[config.mk]
export PLATFORM = sky130hd
export DESIGN_NAME = telnet_option_negotiator_unit
export DESIGN_NICKNAME = d
export VERILOG_FILES = /design/src/hdl/tno_pkg.sv /design/src/hdl/telnet_option_negotiator_unit.sv
export SDC_FILE = /design/constraint.sdc
export NUM_CORES = 1
export LEC_CHECK = 0
export ABC_AREA = 0
export BUFFER_PORTS_ARGS = -buffer_cell sky130_fd_sc_hd__clkbuf_2
export CAP_MARGIN = 15
export CORE_AREA = 8 8 93 53
export CTS_CLUSTER_DIAMETER = 40
export DETAILED_ROUTE_END_ITERATION = 10
export DIE_AREA = 0 0 101 61
export PLACE_DENSITY_LB_ADDON = 0.25
export SLEW_MARGIN = 20
export SYNTH_ARGS = -nofsm -noshare
export SYNTH_HDL_FRONTEND = slang
export SYNTH_SLANG_ARGS = --single-unit
[constraint.sdc]
create_clock -name clock -period 5.5 [get_ports clock]
set_input_delay 0.55 -clock clock [delete_from_list [all_inputs] [get_ports clock]]
set_output_delay 0.55 -clock clock [all_outputs]
set_load 0.1 [all_outputs]
[src/hdl/tno_pkg.sv]
`default_nettype none
// ----------------------------------------------------------------------------
// Telnet option negotiator package
// Telnet command codes, terminal control characters and parser phase codes.
// ----------------------------------------------------------------------------
package tno_pkg;

   localparam logic [7:0] TN_IAC  = 8'd255;
   localparam logic [7:0] TN_DONT = 8'd254;
   localparam logic [7:0] TN_DO   = 8'd253;
   localparam logic [7:0] TN_WONT = 8'd252;
   localparam logic [7:0] TN_WILL = 8'd251;
   localparam logic [7:0] TN_ECHO = 8'd1;
   localparam logic [7:0] CH_CR   = 8'd13;
   localparam logic [7:0] CH_LF   = 8'd10;

   localparam logic [1:0] PH_IDLE   = 2'd0;
   localparam logic [1:0] PH_AFTER  = 2'd1;
   localparam logic [1:0] PH_OPTION = 2'd2;

   localparam int unsigned MAX_RES = 3;

   typedef logic [7:0] byte_type;
   typedef logic [1:0] count_type;

endpackage
`default_nettype wire

[src/hdl/telnet_option_negotiator_unit.sv]
`default_nettype none
// ----------------------------------------------------------------------------
// Telnet option negotiator
// Parses received telnet bytes, answers option commands and forwards data.
// ----------------------------------------------------------------------------
// Usage: received bytes enter on the req_ channel, one byte per item. Each
// byte causes zero to three items on the rsp_ channel: data bytes for the
// terminal (rsp_to_server low) or a three-byte negotiation reply for the
// server (rsp_to_server high). The final item caused by a byte has rsp_last
// high. The csr_ channel writes the session-open bit and is always ready.
// A byte is decoded in the cycle it is accepted and its first result item is
// presented in the next cycle. While the receiver is ready, a new byte can be
// accepted every cycle as long as each byte causes at most one item; a CR
// causes two items and a reply three, which the single output port drains
// from the result buffer one item per cycle while the receiver is ready. The
// next byte is accepted in the cycle the last pending result item is taken.
// Reset clears the parser, the echo state, the session-open bit and the
// result item count. When the receiver stalls, the buffer holds its items and
// req_ready falls until only the last pending item remains and is taken.
// Bytes accepted while the session is closed are consumed with no effect.
module telnet_option_negotiator_unit (
   input  wire logic        clock,
   input  wire logic        reset,
   input  wire logic        csr_valid,
   output logic             csr_ready,
   input  wire logic        csr_session_open,
   input  wire logic        req_valid,
   output logic             req_ready,
   input  wire logic [7:0]  req_in_byte,
   output logic             rsp_valid,
   input  wire logic        rsp_ready,
   output logic             rsp_to_server,
   output logic [7:0]       rsp_out_byte,
   output logic             rsp_last
);
   import tno_pkg::*;

   logic                         open_ff;
   logic [1:0]                   phase_ff, phase_in;
   byte_type                     verb_ff, verb_in;
   logic                         echo_ff, echo_in;
   count_type                    cnt_ff, cnt_in;
   logic                         srv_ff, srv_in;
   byte_type [MAX_RES-1:0]       buf_ff, buf_in;

   count_type                    res_cnt;
   logic                         res_srv;
   byte_type [MAX_RES-1:0]       res_buf;
   logic [1:0]                   dec_phase;
   byte_type                     dec_verb;
   logic                         dec_echo;
   byte_type                     reply_verb;
   logic                         reply_ok;
   logic                         accept, pop, work;

   assign csr_ready     = 1'b1;
   assign rsp_valid     = (cnt_ff != 2'd0);
   assign rsp_last      = (cnt_ff == 2'd1);
   assign rsp_to_server = srv_ff;
   assign rsp_out_byte  = buf_ff[0];
   assign req_ready     = (cnt_ff == 2'd0) || ((cnt_ff == 2'd1) && rsp_ready);
   assign accept        = req_valid && req_ready;
   assign pop           = rsp_valid && rsp_ready;
   assign work          = accept && open_ff;

   always_comb begin
      reply_ok   = 1'b0;
      reply_verb = TN_WONT;
      dec_echo   = echo_ff;
      if (verb_ff == TN_WILL) begin
         if (req_in_byte == TN_ECHO) begin
            reply_ok   = !echo_ff;
            reply_verb = TN_DO;
            dec_echo   = 1'b1;
         end else begin
            reply_ok   = 1'b1;
            reply_verb = TN_DONT;
         end
      end else if (verb_ff == TN_WONT) begin
         if (req_in_byte == TN_ECHO) begin
            reply_ok   = echo_ff;
            reply_verb = TN_DONT;
            dec_echo   = 1'b0;
         end else begin
            reply_ok   = 1'b1;
            reply_verb = TN_DONT;
         end
      end else if (verb_ff inside {TN_DO, TN_DONT}) begin
         reply_ok   = 1'b1;
         reply_verb = TN_WONT;
      end
   end

   always_comb begin
      dec_phase = PH_IDLE;
      dec_verb  = verb_ff;
      res_cnt   = 2'd0;
      res_srv   = 1'b0;
      res_buf   = '0;
      case (phase_ff)
         PH_AFTER: begin
            if (req_in_byte == TN_IAC) begin
               res_cnt    = 2'd1;
               res_buf[0] = TN_IAC;
            end else begin
               dec_verb  = req_in_byte;
               dec_phase = PH_OPTION;
            end
         end
         PH_OPTION: begin
            res_srv = 1'b1;
            if (reply_ok) begin
               res_cnt    = 2'd3;
               res_buf[0] = TN_IAC;
               res_buf[1] = reply_verb;
               res_buf[2] = req_in_byte;
            end
         end
         default: begin
            if (req_in_byte == TN_IAC) begin
               dec_phase = PH_AFTER;
            end else if (req_in_byte == CH_CR) begin
               res_cnt    = 2'd2;
               res_buf[0] = CH_CR;
               res_buf[1] = CH_LF;
            end else if (req_in_byte != CH_LF) begin
               res_cnt    = 2'd1;
               res_buf[0] = req_in_byte;
            end
         end
      endcase
   end

   always_comb begin
      phase_in = phase_ff;
      verb_in  = verb_ff;
      echo_in  = echo_ff;
      cnt_in   = cnt_ff;
      srv_in   = srv_ff;
      buf_in   = buf_ff;
      if (pop) begin
         cnt_in    = cnt_ff - 2'd1;
         buf_in[0] = buf_ff[1];
         buf_in[1] = buf_ff[2];
      end
      if (work) begin
         phase_in = dec_phase;
         verb_in  = dec_verb;
         if (phase_ff == PH_OPTION) begin
            echo_in = dec_echo;
         end
         if (res_cnt != 2'd0) begin
            cnt_in = res_cnt;
            srv_in = res_srv;
            buf_in = res_buf;
         end
      end
   end

   always_ff @(posedge clock) begin
      if (reset) begin
         open_ff  <= 1'b0;
         phase_ff <= PH_IDLE;
         verb_ff  <= '0;
         echo_ff  <= 1'b0;
         cnt_ff   <= 2'd0;
      end else begin
         if (csr_valid && csr_ready) begin
            open_ff <= csr_session_open;
         end
         phase_ff <= phase_in;
         verb_ff  <= verb_in;
         echo_ff  <= echo_in;
         cnt_ff   <= cnt_in;
      end
   end

   always_ff @(posedge clock) begin
      srv_ff <= srv_in;
      buf_ff <= buf_in;
   end

endmodule
`default_nettype wire

**Word level (Yosys, flattened, before mapping)**

Index checks and enable logic that the tools add are counted.

- Register bits: 39
- Word-level logic and storage cells: 72

- Equal/unequal tests: 11
- Add/sub/neg operators: 1
- Bitwise operators: 1
- Reductions and logical operators: 15
- Muxes and demuxes: 35

Operator list:

| operator | count |
|---|---|
| two-way mux 16 bit | 3 |
| == test 8 bit, second input constant | 5 |
| two-way mux 8 bit | 4 |
| case mux 8 bit (2 select lines) | 2 |
| two-way mux 24 bit | 1 |
| two-way mux 2 bit | 9 |
| two-way mux 1 bit | 12 |
| two-way mux 12 bit | 1 |
| == test 8 x 1 -> 1 bit, second input constant | 1 |
| == test 8 x 4 -> 1 bit, second input constant | 1 |
| inequality test 8 x 4 -> 1 bit, second input constant | 1 |
| case mux 2 bit (2 select lines) | 2 |
| nonzero test 2 bit | 4 |
| == test 2 x 1 -> 1 bit, second input constant | 2 |
| logical AND 1 bit | 4 |
| two-way mux 4 bit | 1 |
| AND reduction 2 bit | 2 |
| AND reduction 4 bit | 1 |
| AND reduction 3 bit | 1 |
| == test 2 bit, second input constant | 1 |
| logical NOT 2 bit | 1 |
| subtractor 2 x 1 -> 2 bit, second input constant | 1 |
| logical NOT 1 bit | 1 |
| logical OR 1 bit | 1 |
| inverter 1 bit | 1 |

**Depth between registers and ports, before layout**

Gate-level depths: netlist (run 1).

- Depth in word-level cells: 10
- Depth in mapped cells: 9

**Least setup slack after synthesis (run 1)**

No wires, ideal clock.

- Kind: reg-to-reg
- From: register cnt_ff[1]
- To: register verb_ff[2]
- Data arrival time: 3.129 ns
- Stages on the path, launching flop included: 9
- Setup slack: 2.243 ns
- Clock period less this slack: 3.257 ns
- Path through: dfxtp_1 inv_1 ha_1 nand2_1 nand2_1 nand3_1 nor2_1 mux2i_1 nor2_1

- Cells in the longest elaborated chain, start to end: 6
- Elaborated cells between the ends (all ways): 7

RTL lines:

| element | line | text |
|---|---|---|
| start, declared | telnet_option_negotiator_unit.sv:42 | `count_type cnt_ff, cnt_in;` |
| start signal, assigned | telnet_option_negotiator_unit.sv:174 | `cnt_ff <= cnt_in;` |
| == test 2 x 1 -> 1 bit | n/a |  |
| via rsp_last | telnet_option_negotiator_unit.sv:34 | `output logic rsp_last` |
| logical AND 1 bit | telnet_option_negotiator_unit.sv:61 | `assign req_ready = (cnt_ff == 2'd0) \|\| ((cnt_ff == 2'd1) && rsp_ready);` |
| logical OR 1 bit | telnet_option_negotiator_unit.sv:61 |  |
| via req_ready | telnet_option_negotiator_unit.sv:28 | `output logic req_ready,` |
| logical AND 1 bit | telnet_option_negotiator_unit.sv:62 | `assign accept = req_valid && req_ready;` |
| logical AND 1 bit | telnet_option_negotiator_unit.sv:64 | `assign work = accept && open_ff;` |
| AND reduction 3 bit (no line) | n/a |  |
| end signal, assigned | telnet_option_negotiator_unit.sv:172 | `verb_ff <= verb_in;` |
| end, declared | telnet_option_negotiator_unit.sv:40 | `byte_type verb_ff, verb_in;` |

The timed path passes the listed nets, and every way through them passes these cells.
A chain may end at the register's enable or synchronous reset.

**Worst setup path in the final report (run 1)**

- From: input port req_in_byte[1]
- To: register buf_ff[19] in the netlist's numbering (enable)

- Cells in the longest elaborated chain, start to end: 8
- Elaborated cells between the ends (all ways): 16

RTL lines:

| element | line | text |
|---|---|---|
| start, declared | telnet_option_negotiator_unit.sv:29 | `input wire logic [7:0] req_in_byte,` |
| == test 8 x 1 -> 1 bit | telnet_option_negotiator_unit.sv:71, telnet_option_negotiator_unit.sv:80 |  |
| two-way mux 1 bit | telnet_option_negotiator_unit.sv:80 | `if (req_in_byte == TN_ECHO) begin` |
| two-way mux 1 bit | telnet_option_negotiator_unit.sv:79 | `end else if (verb_ff == TN_WONT) begin` |
| two-way mux 1 bit | telnet_option_negotiator_unit.sv:70 | `if (verb_ff == TN_WILL) begin` |
| two-way mux 2 bit | telnet_option_negotiator_unit.sv:112 | `if (reply_ok) begin` |
| case mux 2 bit (2 select lines) (*) | telnet_option_negotiator_unit.sv:100 | `case (phase_ff)` |
| nonzero test 2 bit (*) | telnet_option_negotiator_unit.sv:152 | `if (res_cnt != 2'd0) begin` |
| AND reduction 2 bit (no line) (*) | n/a |  |
| end signal, assigned | telnet_option_negotiator_unit.sv:180 | `buf_ff <= buf_in;` |
| end, declared | telnet_option_negotiator_unit.sv:44 | `byte_type [MAX_RES-1:0] buf_ff, buf_in;` |

Mark *: on every way between the ends. The rest lies on a longest branch, timed or not.

==> reports/qor.yml, run 1 <==
critical_path:
  reg2reg_depth: 7
  startpoint_type: "primary input"
  reg2reg_to: "buf_ff[19]"
  critPathKind: "primary input to flop"
  path_max_fanout: 16
  max_stage_delay_ps: 620
  worstPathArrival_ps: 2940
  rr_startpoint: "phase_ff[0]"
  worst_path_max_delay_cell: "a31o_1"
  r2r_setup_slack_ps: 2810
  crit_chain: "clkbuf_2 > nor4b_1 > and2_1 > nand4_1 > a21boi_4 > a31o_1 > inv_2"
  crit_required_ps: 5500
  worst_setup_path_end_kind: "flop"
yosys:
  ys_ff_latch: 39
  synth.most_common_cell: "nand2_1"
  synth_warnings: 0
  ys_seq_area_share_pct: 44.2
  synthArstFlopShare_pct: 0
  synth_nets: 227
  synth_top_cells_by_count: "nand2_1 (38), dfxtp_1 (30), mux2i_1 (22)"
  ys.flop_type: "dfxtp_1"
  syn_inst: 209
  synthTopCellsByArea: "dfxtp_1 (30%), edfxtp_1 (14%), mux2i_1 (11%)"
  yosysTopAreaCellShare_pct: 30.5
  synth.distinct_cells: 45
  syn_area_per_cell_um2: 9.43
  synth_edf_count: 9
  yosys.area.top_type: "dfxtp_1"
  netlist_area_mm2: 0.00197
power:
  total_power_mw: 1.07
  switching_share_pct: 46.3
  powerDensity_mw_per_mm2: 496
  combPwrFrac_pct: 42.5
  power_frac_seq_pct: 35.7
  clock_power_share_pct: 21.8
  total_leakage_power_nw: 0.877
  max-vdd-ir-drop_v: 0.000310
  p_sw_mw: 0.497
  p_int_mw: 0.576
cts:
  cts_tree: "done"
  clockBufferDepth: 2
  cts_max_level: 2
  clockRootBuffer: "clkbuf_8"
  clk_latency_ps: 290
  cts_resized: 0
  hold_buffers: 0
  cts_buffers: 5
  cts_sinks: 39
  clkTransAtPathRegs_ps: 70
  cts_setup_buffers: 0
worst_hold_path:
  hold_depth: 2
  hold_class: "flop to flop"
  whs_endpoint: "rsp_out_byte[6]"
  worstHoldStart: "rsp_out_byte[6]"
global_routing:
  grt_pass1_vias: 1401
  grt-ovfl-total: 0
  grt_max_degree: 18
  grt_usage_pct: 15.0
  antenna_found_initial: 0
  grt_pass1_wl_um: 7090
drt:
  drc: 0
  wl_um: 4350
  wl_per_cell_um: 15.6
  vias_per_cell: 5.43
  dr_total_vias: 1514
  drtIter0Drc: 77
  ant_nets: 0
  drt_pre_antenna_iters: 4
cells_and_area:
  final_nets: 242
  syn2layout_area_growth_pct: 9.71
  antenna_cells: 0
  finalNonFillerCells: 279
  stdcell_area_mm2: 0.00216
  drive_gt1_share_pct: 17.8
timing:
  hold_ws_ps: 489
  tightest_slew_ps: 993
  slew_violations: 0
  max_freq_ghz: 0.340
  timing_hold_violations_final: 0
  tns_ps: 0
  max-slew-margin-rel_pct: 33.4
  fin_crit_ps: 2940
  rsz0062_at_grt: "false"
  final-setup-viol-count: 0
  fin_crit_sh_pct: 53.5
  skew_ps: 7.16
placement:
  routabilityCongestion: 0.920
  hpwl_um: 3310
  dp.cells: 271
  io_buffers: 25
  placed_area_mm2: 0.00205
run:
  cap_violations: 0
die:
  rows: 16
  die_h_um: 61
  io_pins: 27
  coreArea_mm2: 0.00368
  die-area_mm2: 0.00616
  die_width_um: 101
  start_util_pct: 53.5
status:
  status: "complete, no violations"
worst max-delay path by stage:
stage,startpoint,endpoint
finish,req_in_byte[1],buf_ff[19]
global route,req_in_byte[1],buf_ff[17]
CTS,req_in_byte[1],rsp_to_server
global placement,req_in_byte[1],rsp_to_server
detailed placement,req_in_byte[1],rsp_to_server
floorplan,cnt_ff[1],verb_ff[2]
layer usage:
layer	global-route usage, %	wire (um)	share of wire, %
met5	0	0	0
met4	4.40	28	0.64
met3	4.00	223	5.1
met2	19.9	1680	39
met1	22.5	2420	56
critical path, delay by kind of cell:
family                 cells  cell delay (ps)
AOI/OAI and AO/OA          2              940
and+or+nand+nor            3             1050
buffers and inverters      2              390
power by group through the flow:
| stage | sequential [mW] | combinational (mW) | clock [mW] |
|---|---|---|---|
| after floorplan | 0.384 | 0.435 | 0 |
| after global placement | 0.390 | 0.456 | 0 |
| after detailed placement | 0.389 | 0.457 | 0 |
| after CTS | 0.383 | 0.457 | 0.237 |
| after global routing | 0.393 | 0.479 | 0.252 |
| final | 0.383 | 0.456 | 0.233 |
cell type report:
type	count	area (um^2)
Tap cell	54	67.6
Clock buffer	5	68.8
Multi-Input combinational cell	145	957
Timing Repair Buffer	26	133
Inverter	7	26.3
Clock inverter	3	38.8
Fill cell	325	1520
Sequential cell	39	871
cell usage in the layout (no fill, tap or decap), drive strengths merged, types with 3 or more instances in the layout:
cell type and instances:
ha 4, nor2 15, a31oi 3, and3 8
nand2 39, mux2i 22, nand3 3, clkbuf 30
a32oi 8, dfxtp 30, inv 7, nor4 3
edfxtp 9, a21oi 5, nand4 3, o21ai 4
nor3 4
state kept, by name (all words and copies together) (netlist names):
name	count
rsp_to_server	1
buf_ff	16
phase_ff	2
rsp_out_byte	8
verb_ff	8
echo_ff	1
open_ff	1
cnt_ff	2
metrics by stage:
step | setup WS (ps) | util [%]
after floorplan | 2240 | -
after global placement | 2410 | 55.8
after detailed placement | 2310 | 55.8
after CTS | 2610 | 58.7
after global routing | 2370 | 58.7
final | 2560 | 58.7
logic make-up (layout without fill, tap and decap cells):
group                      Yosys count  in the layout  share of synthesized area [%]
adders and majority gates            4              4                           2.54
other                                1              1                          0.190
DFF                                 39             39                           44.2
muxes                               22             22                           11.2
and+or+nand+nor                     88             88                           22.2
xor gates and xnor gates             2              2                          0.889
AOI/OAI and AO/OA                   28             28                           11.6
buffers and inverters               25             41                           7.24
(Power assumes the default switching activity.)
==> run 2: changes to the inputs <==
clock period = 2.8 ns   (was 5.5 ns; I/O delays follow)
==> run 2 against run 1 <==
Via count increased by 1.3%. Cell count rose by 1.8%. Core utilization up 0.71 points. Critical path depth is the same. Highest routed layer unchanged. Clock skew barely moved. Setup slack lost 2100 ps. Critical path type is now flop to flop. Count of clock-buffer cells in the layout increased by 2. Register-to-register slack got worse by 2300 ps. Sequential power grew 97%. Routed wire length fell by 0.90%. Sequential cell count unchanged.
==> reports/qor.yml, run 2 (synthesized netlist as in run 1, its figures left out) <==
critical_path:
  startpoint: "phase_ff[0]"
  critPathKind: "flop to flop"
  worstPathArrival_ps: 2270  # -670 ps
  reg2reg_to: "buf_ff[20]"
  r2r_setup_slack_ps: 510  # -2300 ps
  rr_startpoint: "phase_ff[0]"
  reg2reg_depth: 7  # unchanged
  crit_path_end: "buf_ff[20]"
  worst_setup_path_end_kind: "flop"
  path_max_fanout: 9  # -7
  crit_required_ps: 2780  # -2720 ps
  startpoint_type: "flop"
cts:
  cts_buffers: 5  # unchanged
  cts_sinks: 39  # unchanged
  cts_max_level: 2  # unchanged
  clockBufferDepth: 2  # unchanged
  cts_resized: 0  # unchanged
  clockRootBuffer: "clkbuf_8"
  cts_tree: "done"
  hold_buffers: 0  # unchanged
  clk_latency_ps: 290  # about the same
  cts_setup_buffers: 0  # unchanged
  clkTransAtPathRegs_ps: 70  # about the same
placement:
  dp.cells: 276  # +1.8%
  hpwl_um: 3240  # -2.2%
  routabilityCongestion: 0.863  # -6.3%
  io_buffers: 25  # unchanged
status:
  status: "complete, no violations"
timing:
  skew_ps: 6.98  # -0.180 ps
  hold_ws_ps: 234  # -256 ps
  final-setup-viol-count: 0  # unchanged
  fin_crit_ps: 2290
  rsz0062_at_grt: "false"
  slew_violations: 0  # unchanged
  max_freq_ghz: 0.436
  max-slew-margin-rel_pct: 60.2  # +27 points
  timing_hold_violations_final: 0  # unchanged
  tightest_slew_ps: 590  # -403 ps
  fin_crit_sh_pct: 81.9
global_routing:
  grt_usage_pct: 14.7  # -0.26 points
  grt-ovfl-total: 0  # unchanged
  grt_pass1_vias: 1403  # +0.14%
  grt_max_degree: 18  # unchanged
  grt_pass1_wl_um: 7010  # -1.1%
  antenna_found_initial: 0  # unchanged
die:
  io_pins: 27  # unchanged
  die_h_um: 61  # unchanged
  coreArea_mm2: 0.00368  # unchanged
  start_util_pct: 53.5  # unchanged
  die-area_mm2: 0.00616  # unchanged
  die_width_um: 101  # unchanged
  rows: 16  # unchanged
cells_and_area:
  drive_gt1_share_pct: 20.4  # +2.7 points
  antenna_cells: 0  # unchanged
  final_nets: 247  # +2.1%
  layout_common_cells: "nand2_1 (37), dfxtp_1 (30), clkbuf_2 (25)"
  regMostFlops: "buf_ff"
  largest_reg_flops: 16  # unchanged
  finalNonFillerCells: 284  # +1.8%
  syn2layout_area_growth_pct: 11.0
  final_common_cell: "nand2_1"
drt:
  vias_per_cell: 5.40  # -0.46%
  ant_nets: 0  # unchanged
  wl_um: 4310  # -0.90%
  drtIter0Drc: 94  # +22%
  drc: 0  # unchanged
  dr_total_vias: 1534  # +1.3%
  wl_per_cell_um: 15.2  # -2.6%
  drt_pre_antenna_iters: 4  # unchanged
power:
  powerDensity_mw_per_mm2: 934  # +88%
  max-vdd-ir-drop_v: 0.000596  # +92%
  total_leakage_power_nw: 0.893  # +1.9%
run:
  cap_violations: 0  # unchanged
worst_hold_path:
  hold_class: "primary input to flop"
-- run 2: cell count changes in the layout (fill, tap and decap cells not counted) --
cell and change:
buf_4 +5, bufinv_16 -1, clkbuf_1 +1, clkbuf_8 +1, clkinv_1 -1, ha_1 -1
ha_2 +1, nand2_1 -1, nand2_2 +1
-- run 2: final cells by class --
class                      instances  area, um^2
timing repair buffer              31         170
clock inverter                     1        5.00
inverter                           7        26.3
clock buffer                       7        86.3
tap                               54        67.6
sequential                        39         871
fill                             349        1500
multi-input combinational        145         962
-- run 2: metrics by stage --
step	util [%]	setup TNS, ps	setup slack, ps	cell area (um^2)	total power, mW
finish	59.4	0	508	2190	2.04
global route	59.4	0	358	2190	2.15
CTS	59.4	0	520	2190	2.05
detailed placement	56.9	0	541	2100	1.67
global placement	56.9	0	581	2100	1.66
floorplan	-	-299	-31.4	1980	1.61
-- run 2: worst min-delay path by stage --
| stage | start | end | slack, ps | depth (start not counted) |
|---|---|---|---|---|
| floorplan | reset | cnt_ff[0] | 350 | 1 |
| global placement | verb_ff[6] | verb_ff[6] | 470 | 2 |
| detailed placement | rsp_out_byte[3] | rsp_out_byte[3] | 480 | 2 |
| CTS | csr_session_open | open_ff | 230 | 3 |
| global route | csr_session_open | open_ff | 230 | 3 |
| finish | csr_session_open | open_ff | 230 | 3 |
-- run 2: routing by layer --
metal | track usage, % | routed length (um) | up-vias
met4 | 4.40 | 38 | 0
li1 | - | - | 773
met3 | 4.58 | 239 | 5
met2 | 19.4 | 1630 | 37
met5 | 0 | 0 | -
met1 | 21.8 | 2400 | 719
-- run 2: power breakdown --
part	total (mW)	internal [mW]	switching (mW)
combinational	0.899	0.176	0.723
sequential	0.755	0.696	0.0589
clock	0.390	0.199	0.191
total	2.04	1.07	0.973
-- run 2: critical path, stage by stage, from the launching register on --
cell      delay, ps
dfxtp_1         350
inv_1            50
ha_1            310
inv_1           110
or4_1           540
a21boi_4        170
a31o_1          260
inv_2           180
